--- src/design/i2c_register_access_sequencer_defines.svh ---
// Assertion macros shared by the register access sequencer
`ifndef I2C_REGISTER_ACCESS_SEQUENCER_DEFINES_SVH
`define I2C_REGISTER_ACCESS_SEQUENCER_DEFINES_SVH

// Check on every clock edge outside reset
`define I2CRAS_ASSERT(lbl, prop, msg) \
    lbl: assert property (@(posedge clk) disable iff (!rst_n) prop) else $error(msg);

// Check on every clock edge, reset included
`define I2CRAS_ASSERT_ALWAYS(lbl, prop, msg) \
    lbl: assert property (@(posedge clk) prop) else $error(msg);

`endif

--- src/design/i2cras_pkg.sv ---
// Types, codes and constants of the register access sequencer
`timescale 1ns / 1ps

package i2cras_pkg;

    typedef enum logic [1:0] {
        ACT_WRITE = 2'd0,
        ACT_READ  = 2'd1,
        ACT_BURST = 2'd2,
        ACT_EVENT = 2'd3
    } action_t;

    typedef enum logic [7:0] {
        PH_IDLE      = 8'b0000_0001,
        PH_START     = 8'b0000_0010,
        PH_SLA_W     = 8'b0000_0100,
        PH_REG       = 8'b0000_1000,
        PH_WDATA     = 8'b0001_0000,
        PH_REP_START = 8'b0010_0000,
        PH_SLA_R     = 8'b0100_0000,
        PH_READ      = 8'b1000_0000
    } phase_t;

    typedef enum logic [2:0] {
        CMD_NONE  = 3'd0,
        CMD_START = 3'd1,
        CMD_STOP  = 3'd2,
        CMD_TX    = 3'd3,
        CMD_RXACK = 3'd4,
        CMD_RXNAK = 3'd5
    } cmd_t;

    typedef enum logic [3:0] {
        ERR_OK        = 4'd0,
        ERR_START     = 4'd1,
        ERR_REP_START = 4'd2,
        ERR_ADDR_WR   = 4'd3,
        ERR_WR_DATA   = 4'd4,
        ERR_ADDR_RD   = 4'd5,
        ERR_RD_ACK    = 4'd6,
        ERR_RD_NACK   = 4'd7,
        ERR_BAD_LEN   = 4'd8,
        ERR_BUSY      = 4'd9
    } err_t;

    localparam logic [7:0] STATUS_MASK  = 8'hF8;
    localparam logic [7:0] ST_START     = 8'h08;
    localparam logic [7:0] ST_REP_START = 8'h10;
    localparam logic [7:0] ST_SLA_W_ACK = 8'h18;
    localparam logic [7:0] ST_DATA_ACK  = 8'h28;
    localparam logic [7:0] ST_SLA_R_ACK = 8'h40;
    localparam logic [7:0] ST_RD_ACK    = 8'h50;
    localparam logic [7:0] ST_RD_NACK   = 8'h58;
    localparam logic       READ_BIT     = 1'b1;

    typedef struct packed {
        action_t    action;
        logic [6:0] dev_addr;
        logic [7:0] reg_addr;
        logic [7:0] write_data;
        logic [7:0] length;
        logic [7:0] bus_status;
        logic [7:0] bus_data;
    } item_t;

    typedef struct packed {
        phase_t     phase;
        action_t    mode;
        logic [6:0] target_address;
        logic [7:0] register_address;
        logic [7:0] pending_data;
        logic [7:0] bytes_left;
    } state_t;

    typedef struct packed {
        cmd_t       bus_command;
        logic [7:0] tx_byte;
        logic [7:0] rx_byte;
        logic       rx_valid;
        logic       done_res;
        err_t       error_code;
    } result_t;

endpackage

--- src/design/i2cras_if.sv ---
// Request and response channel interfaces of the register access sequencer
`timescale 1ns / 1ps

interface i2cras_req_if;
    import i2cras_pkg::*;

    logic       valid;
    logic       ready;
    action_t    action;
    logic [6:0] dev_addr;
    logic [7:0] reg_addr;
    logic [7:0] write_data;
    logic [7:0] length;
    logic [7:0] bus_status;
    logic [7:0] bus_data;

    modport source (
        output valid, action, dev_addr, reg_addr, write_data, length,
               bus_status, bus_data,
        input  ready
    );
    modport sink (
        input  valid, action, dev_addr, reg_addr, write_data, length,
               bus_status, bus_data,
        output ready
    );
endinterface

interface i2cras_rsp_if;
    import i2cras_pkg::*;

    logic       valid;
    logic       ready;
    cmd_t       bus_command;
    logic [7:0] tx_byte;
    logic [7:0] rx_byte;
    logic       rx_valid;
    logic       done_res;
    err_t       error_code;

    modport source (
        output valid, bus_command, tx_byte, rx_byte, rx_valid, done_res, error_code,
        input  ready
    );
    modport sink (
        input  valid, bus_command, tx_byte, rx_byte, rx_valid, done_res, error_code,
        output ready
    );
endinterface

--- src/design/i2c_register_access_sequencer.sv ---
// Top level of the I2C register access sequencer
//
//   channel | dir | carries
//   --------+-----+--------------------------------------------------
//   req     | in  | command (write, read, burst read) or bus status beat
//   rsp     | out | bus command, byte to send, received byte, done/error
//
// One response beat per request beat. A request is registered, decoded, and its
// response lands in the output register; one beat per cycle sustained while rsp
// takes beats. The output register sets the pace: while rsp
// stalls with a beat held, the request register holds and req.ready drops.
// Reset puts the sequencer in idle with all transaction state cleared.
`timescale 1ns / 1ps
`include "i2c_register_access_sequencer_defines.svh"

module i2c_register_access_sequencer (
    input logic         clk,
    input logic         rst_n,
    i2cras_req_if.sink  req,
    i2cras_rsp_if.source rsp
);
    import i2cras_pkg::*;

    logic    in_vld_reg;
    item_t   item_reg;
    logic    out_vld_reg;
    result_t res_reg;
    state_t  state_reg;
    state_t  state_next;
    result_t step_res;
    item_t   req_item;
    logic    fire;
    logic    end_beat;
    logic    reading;
    logic    rsp_err;
    logic    rsp_rx;
    logic    rx_cmd;

    assign fire      = in_vld_reg && (!out_vld_reg || rsp.ready);
    assign req.ready = !in_vld_reg || fire;

    assign req_item.action     = req.action;
    assign req_item.dev_addr   = req.dev_addr;
    assign req_item.reg_addr   = req.reg_addr;
    assign req_item.write_data = req.write_data;
    assign req_item.length     = req.length;
    assign req_item.bus_status = req.bus_status;
    assign req_item.bus_data   = req.bus_data;

    i2cras_step u_step (
        .state      (state_reg),
        .item       (item_reg),
        .state_next (state_next),
        .result     (step_res)
    );

    always_ff @(posedge clk or negedge rst_n)
    begin
        if (!rst_n)
        begin
            in_vld_reg  <= 1'b0;
            out_vld_reg <= 1'b0;
            state_reg   <= '{phase: PH_IDLE, mode: ACT_WRITE, default: '0};
        end
        else
        begin
            if (req.ready)
                in_vld_reg <= req.valid;
            if (fire)
            begin
                out_vld_reg <= 1'b1;
                state_reg   <= state_next;
            end
            else if (rsp.ready)
            begin
                out_vld_reg <= 1'b0;
            end
        end
    end

    // payload registers: load on beat, hold otherwise
    always_ff @(posedge clk)
    begin
        if (req.valid && req.ready)
            item_reg <= req_item;
        if (fire)
            res_reg <= step_res;
    end

    assign rsp.valid       = out_vld_reg;
    assign rsp.bus_command = res_reg.bus_command;
    assign rsp.tx_byte     = res_reg.tx_byte;
    assign rsp.rx_byte     = res_reg.rx_byte;
    assign rsp.rx_valid    = res_reg.rx_valid;
    assign rsp.done_res    = res_reg.done_res;
    assign rsp.error_code  = res_reg.error_code;

    // assertion terms
    assign end_beat = fire && step_res.done_res && (step_res.error_code != ERR_BUSY);
    assign reading  = (state_reg.phase == PH_READ);
    assign rsp_err  = rsp.valid && (rsp.error_code != ERR_OK);
    assign rsp_rx   = rsp.valid && rsp.rx_valid;
    assign rx_cmd   = (rsp.bus_command == CMD_RXACK) || (rsp.bus_command == CMD_RXNAK) ||
                      (rsp.bus_command == CMD_STOP);

    `I2CRAS_ASSERT(a_end_goes_idle, end_beat |=> state_reg.phase == PH_IDLE, "no return to idle")
    `I2CRAS_ASSERT(a_read_has_bytes, reading |-> state_reg.bytes_left != 8'd0, "read phase empty")
    `I2CRAS_ASSERT(a_err_is_done, rsp_err |-> rsp.done_res, "error code without done")
    `I2CRAS_ASSERT_ALWAYS(a_rx_with_read_cmd, rsp_rx |-> rx_cmd, "received byte on a non-read command")

endmodule

--- src/design/i2cras_step.sv ---
// Next-state and bus command decode for one beat of the sequencer
`timescale 1ns / 1ps

module i2cras_step (
    input  i2cras_pkg::state_t  state,
    input  i2cras_pkg::item_t   item,
    output i2cras_pkg::state_t  state_next,
    output i2cras_pkg::result_t result
);
    import i2cras_pkg::*;

    logic [7:0] st;
    logic [7:0] sla;
    logic       last;
    logic [7:0] left_next;

    function automatic result_t mk_res(cmd_t cmd, logic [7:0] tx, logic [7:0] rx,
                                       logic rxv, logic done, err_t err);
        result_t r;
        r.bus_command = cmd;
        r.tx_byte     = tx;
        r.rx_byte     = rx;
        r.rx_valid    = rxv;
        r.done_res    = done;
        r.error_code  = err;
        return r;
    endfunction

    assign st        = item.bus_status & STATUS_MASK;
    assign sla       = {state.target_address, 1'b0};
    assign last      = (state.bytes_left <= 8'd1);
    assign left_next = last ? 8'd0 : state.bytes_left - 8'd1;

    always_comb
    begin
        state_next = state;
        result     = mk_res(CMD_NONE, 8'd0, 8'd0, 1'b0, 1'b0, ERR_OK);

        if (item.action != ACT_EVENT)
        begin
            if (state.phase != PH_IDLE)
            begin
                result = mk_res(CMD_NONE, 8'd0, 8'd0, 1'b0, 1'b1, ERR_BUSY);
            end
            else if (item.action == ACT_BURST && item.length == 8'd0)
            begin
                result = mk_res(CMD_NONE, 8'd0, 8'd0, 1'b0, 1'b1, ERR_BAD_LEN);
            end
            else
            begin
                state_next.mode             = item.action;
                state_next.target_address   = item.dev_addr;
                state_next.register_address = item.reg_addr;
                state_next.pending_data     = item.write_data;
                state_next.bytes_left       = (item.action == ACT_BURST) ? item.length :
                                              (item.action == ACT_READ)  ? 8'd1 : 8'd0;
                state_next.phase            = PH_START;
                result = mk_res(CMD_START, 8'd0, 8'd0, 1'b0, 1'b0, ERR_OK);
            end
        end
        else
        begin
            unique case (state.phase)
                PH_START:
                begin
                    if (st != ST_START)
                    begin
                        state_next.phase = PH_IDLE;
                        result = mk_res(CMD_STOP, 8'd0, 8'd0, 1'b0, 1'b1, ERR_START);
                    end
                    else
                    begin
                        state_next.phase = PH_SLA_W;
                        result = mk_res(CMD_TX, sla, 8'd0, 1'b0, 1'b0, ERR_OK);
                    end
                end
                PH_SLA_W:
                begin
                    if (st != ST_SLA_W_ACK)
                    begin
                        state_next.phase = PH_IDLE;
                        result = mk_res(CMD_STOP, 8'd0, 8'd0, 1'b0, 1'b1, ERR_ADDR_WR);
                    end
                    else
                    begin
                        state_next.phase = PH_REG;
                        result = mk_res(CMD_TX, state.register_address, 8'd0, 1'b0, 1'b0,
                                        ERR_OK);
                    end
                end
                PH_REG:
                begin
                    if (st != ST_DATA_ACK)
                    begin
                        state_next.phase = PH_IDLE;
                        result = mk_res(CMD_STOP, 8'd0, 8'd0, 1'b0, 1'b1, ERR_WR_DATA);
                    end
                    else if (state.mode == ACT_WRITE)
                    begin
                        state_next.phase = PH_WDATA;
                        result = mk_res(CMD_TX, state.pending_data, 8'd0, 1'b0, 1'b0,
                                        ERR_OK);
                    end
                    else
                    begin
                        state_next.phase = PH_REP_START;
                        result = mk_res(CMD_START, 8'd0, 8'd0, 1'b0, 1'b0, ERR_OK);
                    end
                end
                PH_WDATA:
                begin
                    state_next.phase = PH_IDLE;
                    if (st != ST_DATA_ACK)
                        result = mk_res(CMD_STOP, 8'd0, 8'd0, 1'b0, 1'b1, ERR_WR_DATA);
                    else
                        result = mk_res(CMD_STOP, 8'd0, 8'd0, 1'b0, 1'b1, ERR_OK);
                end
                PH_REP_START:
                begin
                    if (st != ST_REP_START)
                    begin
                        state_next.phase = PH_IDLE;
                        result = mk_res(CMD_STOP, 8'd0, 8'd0, 1'b0, 1'b1, ERR_REP_START);
                    end
                    else
                    begin
                        state_next.phase = PH_SLA_R;
                        result = mk_res(CMD_TX, {state.target_address, READ_BIT}, 8'd0,
                                        1'b0, 1'b0, ERR_OK);
                    end
                end
                PH_SLA_R:
                begin
                    if (st != ST_SLA_R_ACK)
                    begin
                        state_next.phase = PH_IDLE;
                        result = mk_res(CMD_STOP, 8'd0, 8'd0, 1'b0, 1'b1, ERR_ADDR_RD);
                    end
                    else if (state.bytes_left == 8'd0)
                    begin
                        // empty read list: close the transfer cleanly
                        state_next.phase = PH_IDLE;
                        result = mk_res(CMD_STOP, 8'd0, 8'd0, 1'b0, 1'b1, ERR_OK);
                    end
                    else
                    begin
                        state_next.phase = PH_READ;
                        result = mk_res((state.bytes_left == 8'd1) ? CMD_RXNAK : CMD_RXACK,
                                        8'd0, 8'd0, 1'b0, 1'b0, ERR_OK);
                    end
                end
                PH_READ:
                begin
                    if (st != (last ? ST_RD_NACK : ST_RD_ACK))
                    begin
                        state_next.phase = PH_IDLE;
                        result = mk_res(CMD_STOP, 8'd0, 8'd0, 1'b0, 1'b1,
                                        last ? ERR_RD_NACK : ERR_RD_ACK);
                    end
                    else if (left_next == 8'd0)
                    begin
                        state_next.bytes_left = left_next;
                        state_next.phase      = PH_IDLE;
                        result = mk_res(CMD_STOP, 8'd0, item.bus_data, 1'b1, 1'b1, ERR_OK);
                    end
                    else
                    begin
                        // ack until one byte remains, then nack it
                        state_next.bytes_left = left_next;
                        result = mk_res((left_next == 8'd1) ? CMD_RXNAK : CMD_RXACK, 8'd0,
                                        item.bus_data, 1'b1, 1'b0, ERR_OK);
                    end
                end
                default:
                begin
                    // idle: drop stray status events
                    state_next.phase = PH_IDLE;
                end
            endcase
        end
    end

endmodule

--- src/flat_wrapper.sv ---
// flat-port wrapper written by rule: the top's interface ports become plain ports
module i2c_register_access_sequencer_flat import i2cras_pkg::*;
  (clk, rst_n, req_valid, req_action, req_dev_addr, req_reg_addr, req_write_data, req_length, req_bus_status, req_bus_data, req_ready, rsp_valid, rsp_bus_command, rsp_tx_byte, rsp_rx_byte, rsp_rx_valid, rsp_done_res, rsp_error_code, rsp_ready);
  i2cras_req_if req_i ();
  i2cras_rsp_if rsp_i ();
  input logic clk;
  input logic rst_n;
  input wire logic [$bits(req_i.valid)-1:0] req_valid;
  input wire logic [$bits(req_i.action)-1:0] req_action;
  input wire logic [$bits(req_i.dev_addr)-1:0] req_dev_addr;
  input wire logic [$bits(req_i.reg_addr)-1:0] req_reg_addr;
  input wire logic [$bits(req_i.write_data)-1:0] req_write_data;
  input wire logic [$bits(req_i.length)-1:0] req_length;
  input wire logic [$bits(req_i.bus_status)-1:0] req_bus_status;
  input wire logic [$bits(req_i.bus_data)-1:0] req_bus_data;
  output wire logic [$bits(req_i.ready)-1:0] req_ready;
  output wire logic [$bits(rsp_i.valid)-1:0] rsp_valid;
  output wire logic [$bits(rsp_i.bus_command)-1:0] rsp_bus_command;
  output wire logic [$bits(rsp_i.tx_byte)-1:0] rsp_tx_byte;
  output wire logic [$bits(rsp_i.rx_byte)-1:0] rsp_rx_byte;
  output wire logic [$bits(rsp_i.rx_valid)-1:0] rsp_rx_valid;
  output wire logic [$bits(rsp_i.done_res)-1:0] rsp_done_res;
  output wire logic [$bits(rsp_i.error_code)-1:0] rsp_error_code;
  input wire logic [$bits(rsp_i.ready)-1:0] rsp_ready;
  assign req_i.valid = req_valid;
  assign req_i.action = req_action;
  assign req_i.dev_addr = req_dev_addr;
  assign req_i.reg_addr = req_reg_addr;
  assign req_i.write_data = req_write_data;
  assign req_i.length = req_length;
  assign req_i.bus_status = req_bus_status;
  assign req_i.bus_data = req_bus_data;
  assign req_ready = req_i.ready;
  assign rsp_valid = rsp_i.valid;
  assign rsp_bus_command = rsp_i.bus_command;
  assign rsp_tx_byte = rsp_i.tx_byte;
  assign rsp_rx_byte = rsp_i.rx_byte;
  assign rsp_rx_valid = rsp_i.rx_valid;
  assign rsp_done_res = rsp_i.done_res;
  assign rsp_error_code = rsp_i.error_code;
  assign rsp_i.ready = rsp_ready;
  i2c_register_access_sequencer u_core (.clk(clk), .rst_n(rst_n), .req(req_i), .rsp(rsp_i));
endmodule
--- config.mk ---
export PLATFORM = sky130hd
export DESIGN_NAME = i2c_register_access_sequencer_flat
export DESIGN_NICKNAME = d
export VERILOG_FILES = /design/src/design/i2cras_pkg.sv /design/src/design/i2cras_if.sv /design/src/design/i2c_register_access_sequencer.sv /design/src/design/i2cras_step.sv /design/src/flat_wrapper.sv
export VERILOG_INCLUDE_DIRS = /design/src /design/src/design
export SDC_FILE = /design/constraint.sdc
export NUM_CORES = 1
export LEC_CHECK = 0
export BUFFER_PORTS_ARGS = -buffer_cell sky130_fd_sc_hd__clkbuf_2
export CAP_MARGIN = 20
export CELL_PAD_IN_SITES_DETAIL_PLACEMENT = 1
export CELL_PAD_IN_SITES_GLOBAL_PLACEMENT = 1
export CORE_ASPECT_RATIO = 1.2
export CORE_MARGIN = 2
export CORE_UTILIZATION = 33
export CTS_BUF_LIST = sky130_fd_sc_hd__clkbuf_4 sky130_fd_sc_hd__clkbuf_8
export DETAILED_ROUTE_END_ITERATION = 10
export GPL_TIMING_DRIVEN = 0
export PLACE_DENSITY_LB_ADDON = 0.1
export SYNTH_ARGS = -nofsm -noshare
export SYNTH_HDL_FRONTEND = slang
export SYNTH_SLANG_ARGS = --single-unit
--- constraint.sdc ---
create_clock -name clk -period 4 [get_ports clk]
set_clock_uncertainty 0.1 [all_clocks]
set_input_delay 0 -clock clk [delete_from_list [all_inputs] [get_ports clk]]
set_output_delay 0 -clock clk [all_outputs]
set_load 0.05 [all_outputs]
==> metrics list <==
- CTS Root Cell: sky130_fd_sc_hd__clkbuf_8
- The H-tree generated during clock tree synthesis spans 4 levels.
- In the synthesized netlist the async set-or-reset flop fraction comes to 0.377.
- Highest cell delay on the worst timing path: about 0.58 ns
- Number of clock sinks: around 110
- The initial utilization of the core area, before any placement, comes to 0.338.
- Antenna Cells: 0
- Post-Synthesis Cells: between 300 and 400
* Final critical-path required period: about 3.4 ns
- The floorplan has between 40 and 50 rows.
- The via count of the first global-routing pass is between 3k and 4k.
- In this run the deepest clock path goes through 2 buffers.
* Transition time at the pin with the least slew margin: 0.917 ns
- In this run the critical register-to-register path is captured at u_core.state_reg[34]$_DFFE_PN0P_.
* Hold-critical path depth: 2
* YS warnings: 0
- Worst Hold End: u_core.item_reg[30]$_DFFE_PP_
- The top cell types in the final layout, fill and taps aside, are sky130_fd_sc_hd__clkbuf_2 (77), sky130_fd_sc_hd__edfxtp_1 (71), sky130_fd_sc_hd__dlygate4sd3_1 (52).
* Sequential element share of the synthesized area: 0.635
* Library cells used by synthesis: 65
- The first detailed-routing pass ran for 4 iterations.
- Synthesis produced a netlist with a net count of 440.
- The critical path goes through buf_2 > inv_1 > ha_1 > clkbuf_1 > nand2b_1 > nor4_2 > o311ai_1 > nor3b_2 > o311ai_4 > mux2_2.
* Clock latency of the later-clocked register in the worst-skew pair: around 0.43 ns
- The number of placed instances, taps included, is between 600 and 700.
* Chip Height: 140 um
* Buffers on Ports: 76
- Placed cell areas: about 0.0057 mm^2
* Number of enable flip-flop cells after synthesis: around 70
- Worst-case setup slack after placement: 0.674 ns
- Power Density: 573 mW/mm^2
- The congestion estimate from routability-driven global placement came to about 0.81.
* Standard cell core area: between 0.01 and 0.015 mm^2
- P_leak: approximately 2.6 nW
- Worst hold path type: primary input to flop
- Pin placement for this block handled 80 I/O pins.
* Pin count of the biggest net entering global routing: 32
- Unrepaired setup endpoints after global routing: no
* Final worst-path setup slack: approximately 0.62 ns
- Per-cell routed wire length: between 15 and 20 um
- FMAX: roughly 300 MHz
- The run finished with clean final reports.
- Biggest fanout along the worst timing path: 10
- Width of the chip: 117 um
- CTS tree: yes
- Register-to-register path setup slack: just over 0.6 ns
* Crit path DAT: around 3.6 ns
* Startpoint of the lowest-slack register-to-register path: u_core.state_reg[0]$_DFFE_PN0P_
* Remaining max-slew budget at the tightest pin: 0.388
- Antenna viol nets, final: 0
- Launch point of the worst hold path: req_write_data[6]
- Reg clk slew, reported paths: roughly 0.070 ns
- Most common flop cell mapped by yosys: sky130_fd_sc_hd__edfxtp_1
* Quantity of gates resized following cts: 0
- Register-to-Register Path Depth: 10
* Number of endpoints failing setup at the final stage: 0
- Syn-to-layout area delta: 32.3%
- Post-layout power: ~3.8 mW
* Cell area after layout: around 0.0067 mm^2
- Final number of max-transition violations: 0
- For this run the aggregate overflow at the end of global routing stands at 0.
- Inserted Clock Buffers: 17
* Startpoint Class: flop
* 1st-iter DRT viols: approximately 130
- Total of flip-flops plus latches after synthesis: between 100 and 150
- STA classifies the critical path endpoint as a flop.
- Among cell families on the critical path, the largest total delay comes from compound AO/OA/AOI/OAI gates.
* Largest register FFs: 46
- Critical setup path kind: flop to flop
* Total global routing track utilization: 0.168
* Sum Neg Setup Slack: 0 ns
- In the final design database the tool counted a little under 600 nets.
* Post-route fraction of the period consumed by the critical path: 0.845
- The die covers between 0.015 and 0.02 mm^2.
* Wirelength, routed: around 13,000 um
* Number of antenna violations at the first check in global routing: 0
- Wire length of the first global-routing pass: slightly above 20,000 um
* Total count of hold-check failures in the final report: 0
- In the routed design, unresolved DRC markers number 0.
- Synthesized cell area: about 0.005 mm^2
- Worst path required time: 4.21 ns
- For this run, the number of standard cells in the final layout without fillers is about 750.
- Highest-delay cell along the critical path: sky130_fd_sc_hd__o311ai_1
- VDD sags by at most about 0.25 mV.
- Average vias per placed instance: 4.95
- Across the run, the number of max-cap violations was 0.
- In this run the post-CTS setup repair buffer count came out at 0.
* Most common cell after layout, fill and taps aside: sky130_fd_sc_hd__clkbuf_2
- The critical path contains buffers and inverters numbering 3 combined.
- Detail Placement HPWL: 8750 um
* Via Count: approximately 3.7k
* Layout cells sized above 1: 0.274
* Mapped Avg Cell Area: roughly 13 um^2
cell families after synthesis:
logic type               Yosys count  share of synthesized area
AO/OA/AOI/OAI                     75                      0.108
XOR/XNOR                           2                    0.00347
adder cells (fa/ha/maj)            2                    0.00495
buffers and inverters             25                     0.0215
flip-flops                       114                      0.635
multiplexers                      33                     0.0728
AND/OR/NAND/NOR                  134                      0.154
cells in the mapped netlist (all sizes together) (2+ instances only):
library cell,instances,share of area
edfxtp,71,0.42
a22oi,2,0.0030
a211oi,2,0.0030
and2,11,0.014
nor2b,5,0.0062
clkbuf,9,0.0067
nor2,29,0.022
a22o,2,0.0035
mux2i,3,0.0059
nand2b,11,0.014
a32oi,2,0.0035
o311ai,3,0.0087
mux2,30,0.067
dfrtp,42,0.21
a31oi,3,0.0037
o21ai,18,0.018
inv,9,0.0067
o41ai,2,0.0035
nand2,20,0.015
nand4,5,0.0062
o2111ai,3,0.0052
nor4,6,0.012
a21oi,19,0.019
nor3b,2,0.0040
or4,3,0.0052
buf,7,0.0082
nand4b,2,0.0035
a222oi,7,0.014
nor3,18,0.022
o21bai,2,0.0030
nand3,7,0.0069
nor4b,3,0.0064
or2,4,0.0050
ha,2,0.0050
a31o,2,0.0035
nand3b,3,0.0045
final cells by class:
type	instances	area, um^2
buffer	16	76.3
clock buffer	23	298
multi-input combinational	246	1740
clock inverter	9	130
fill	1597	8280
inverter	9	33.8
sequential	114	3210
timing repair buffer	130	941
tap	204	255
power by group:
group	internal, mW	switching, mW	total [mW]
Combinational	0.433	0.638	1.07
Sequential	1.48	0.137	1.62
Clock	0.684	0.458	1.14
metal layers:
metal  vias to the layer above  routed length, um  GRT usage
met3                        22                321     0.0357
met5                         -                  0          0
met2                        71               6510      0.278
met1                      1851               5540      0.211
li1                       1774                  -          -
met4                         0                282     0.0731
what timing repair did:
item,CTS,global route
endpoints found under the setup margin,0,0
hold buffers,52,0
endpoints found under the hold margin,91,0
worst max-delay path by stage:
stage / to / slack (ns) / start / cells past startpoint
6_report: u_core.state_reg[34]$_DFFE_PN0P_ / 0.62 / u_core.state_reg[0]$_DFFE_PN0P_ / 10
5_1_grt: u_core.state_reg[34]$_DFFE_PN0P_ / 0.40 / u_core.state_reg[0]$_DFFE_PN0P_ / 10
4_1_cts: u_core.state_reg[34]$_DFFE_PN0P_ / 0.65 / u_core.state_reg[0]$_DFFE_PN0P_ / 10
3_5_place_dp: u_core.state_reg[34]$_DFFE_PN0P_ / 0.67 / u_core.state_reg[0]$_DFFE_PN0P_ / 10
3_3_place_gp: u_core.state_reg[15]$_DFFE_PN0P_ / 0.46 / u_core.rsp.valid$_DFFE_PN0P_ / 6
2_1_floorplan: u_core.state_reg[16]$_DFFE_PN0P_ / 1.14 / u_core.rsp.valid$_DFFE_PN0P_ / 6
metrics by stage:
step | util | hold WS (ns)
floorplan | - | -0.396
global placement | 0.380 | 0.0778
detailed placement | 0.383 | -0.161
CTS | 0.447 | 0.143
global route | 0.447 | 0.153
finish | 0.447 | 0.175
(Power assumes the default switching activity.)
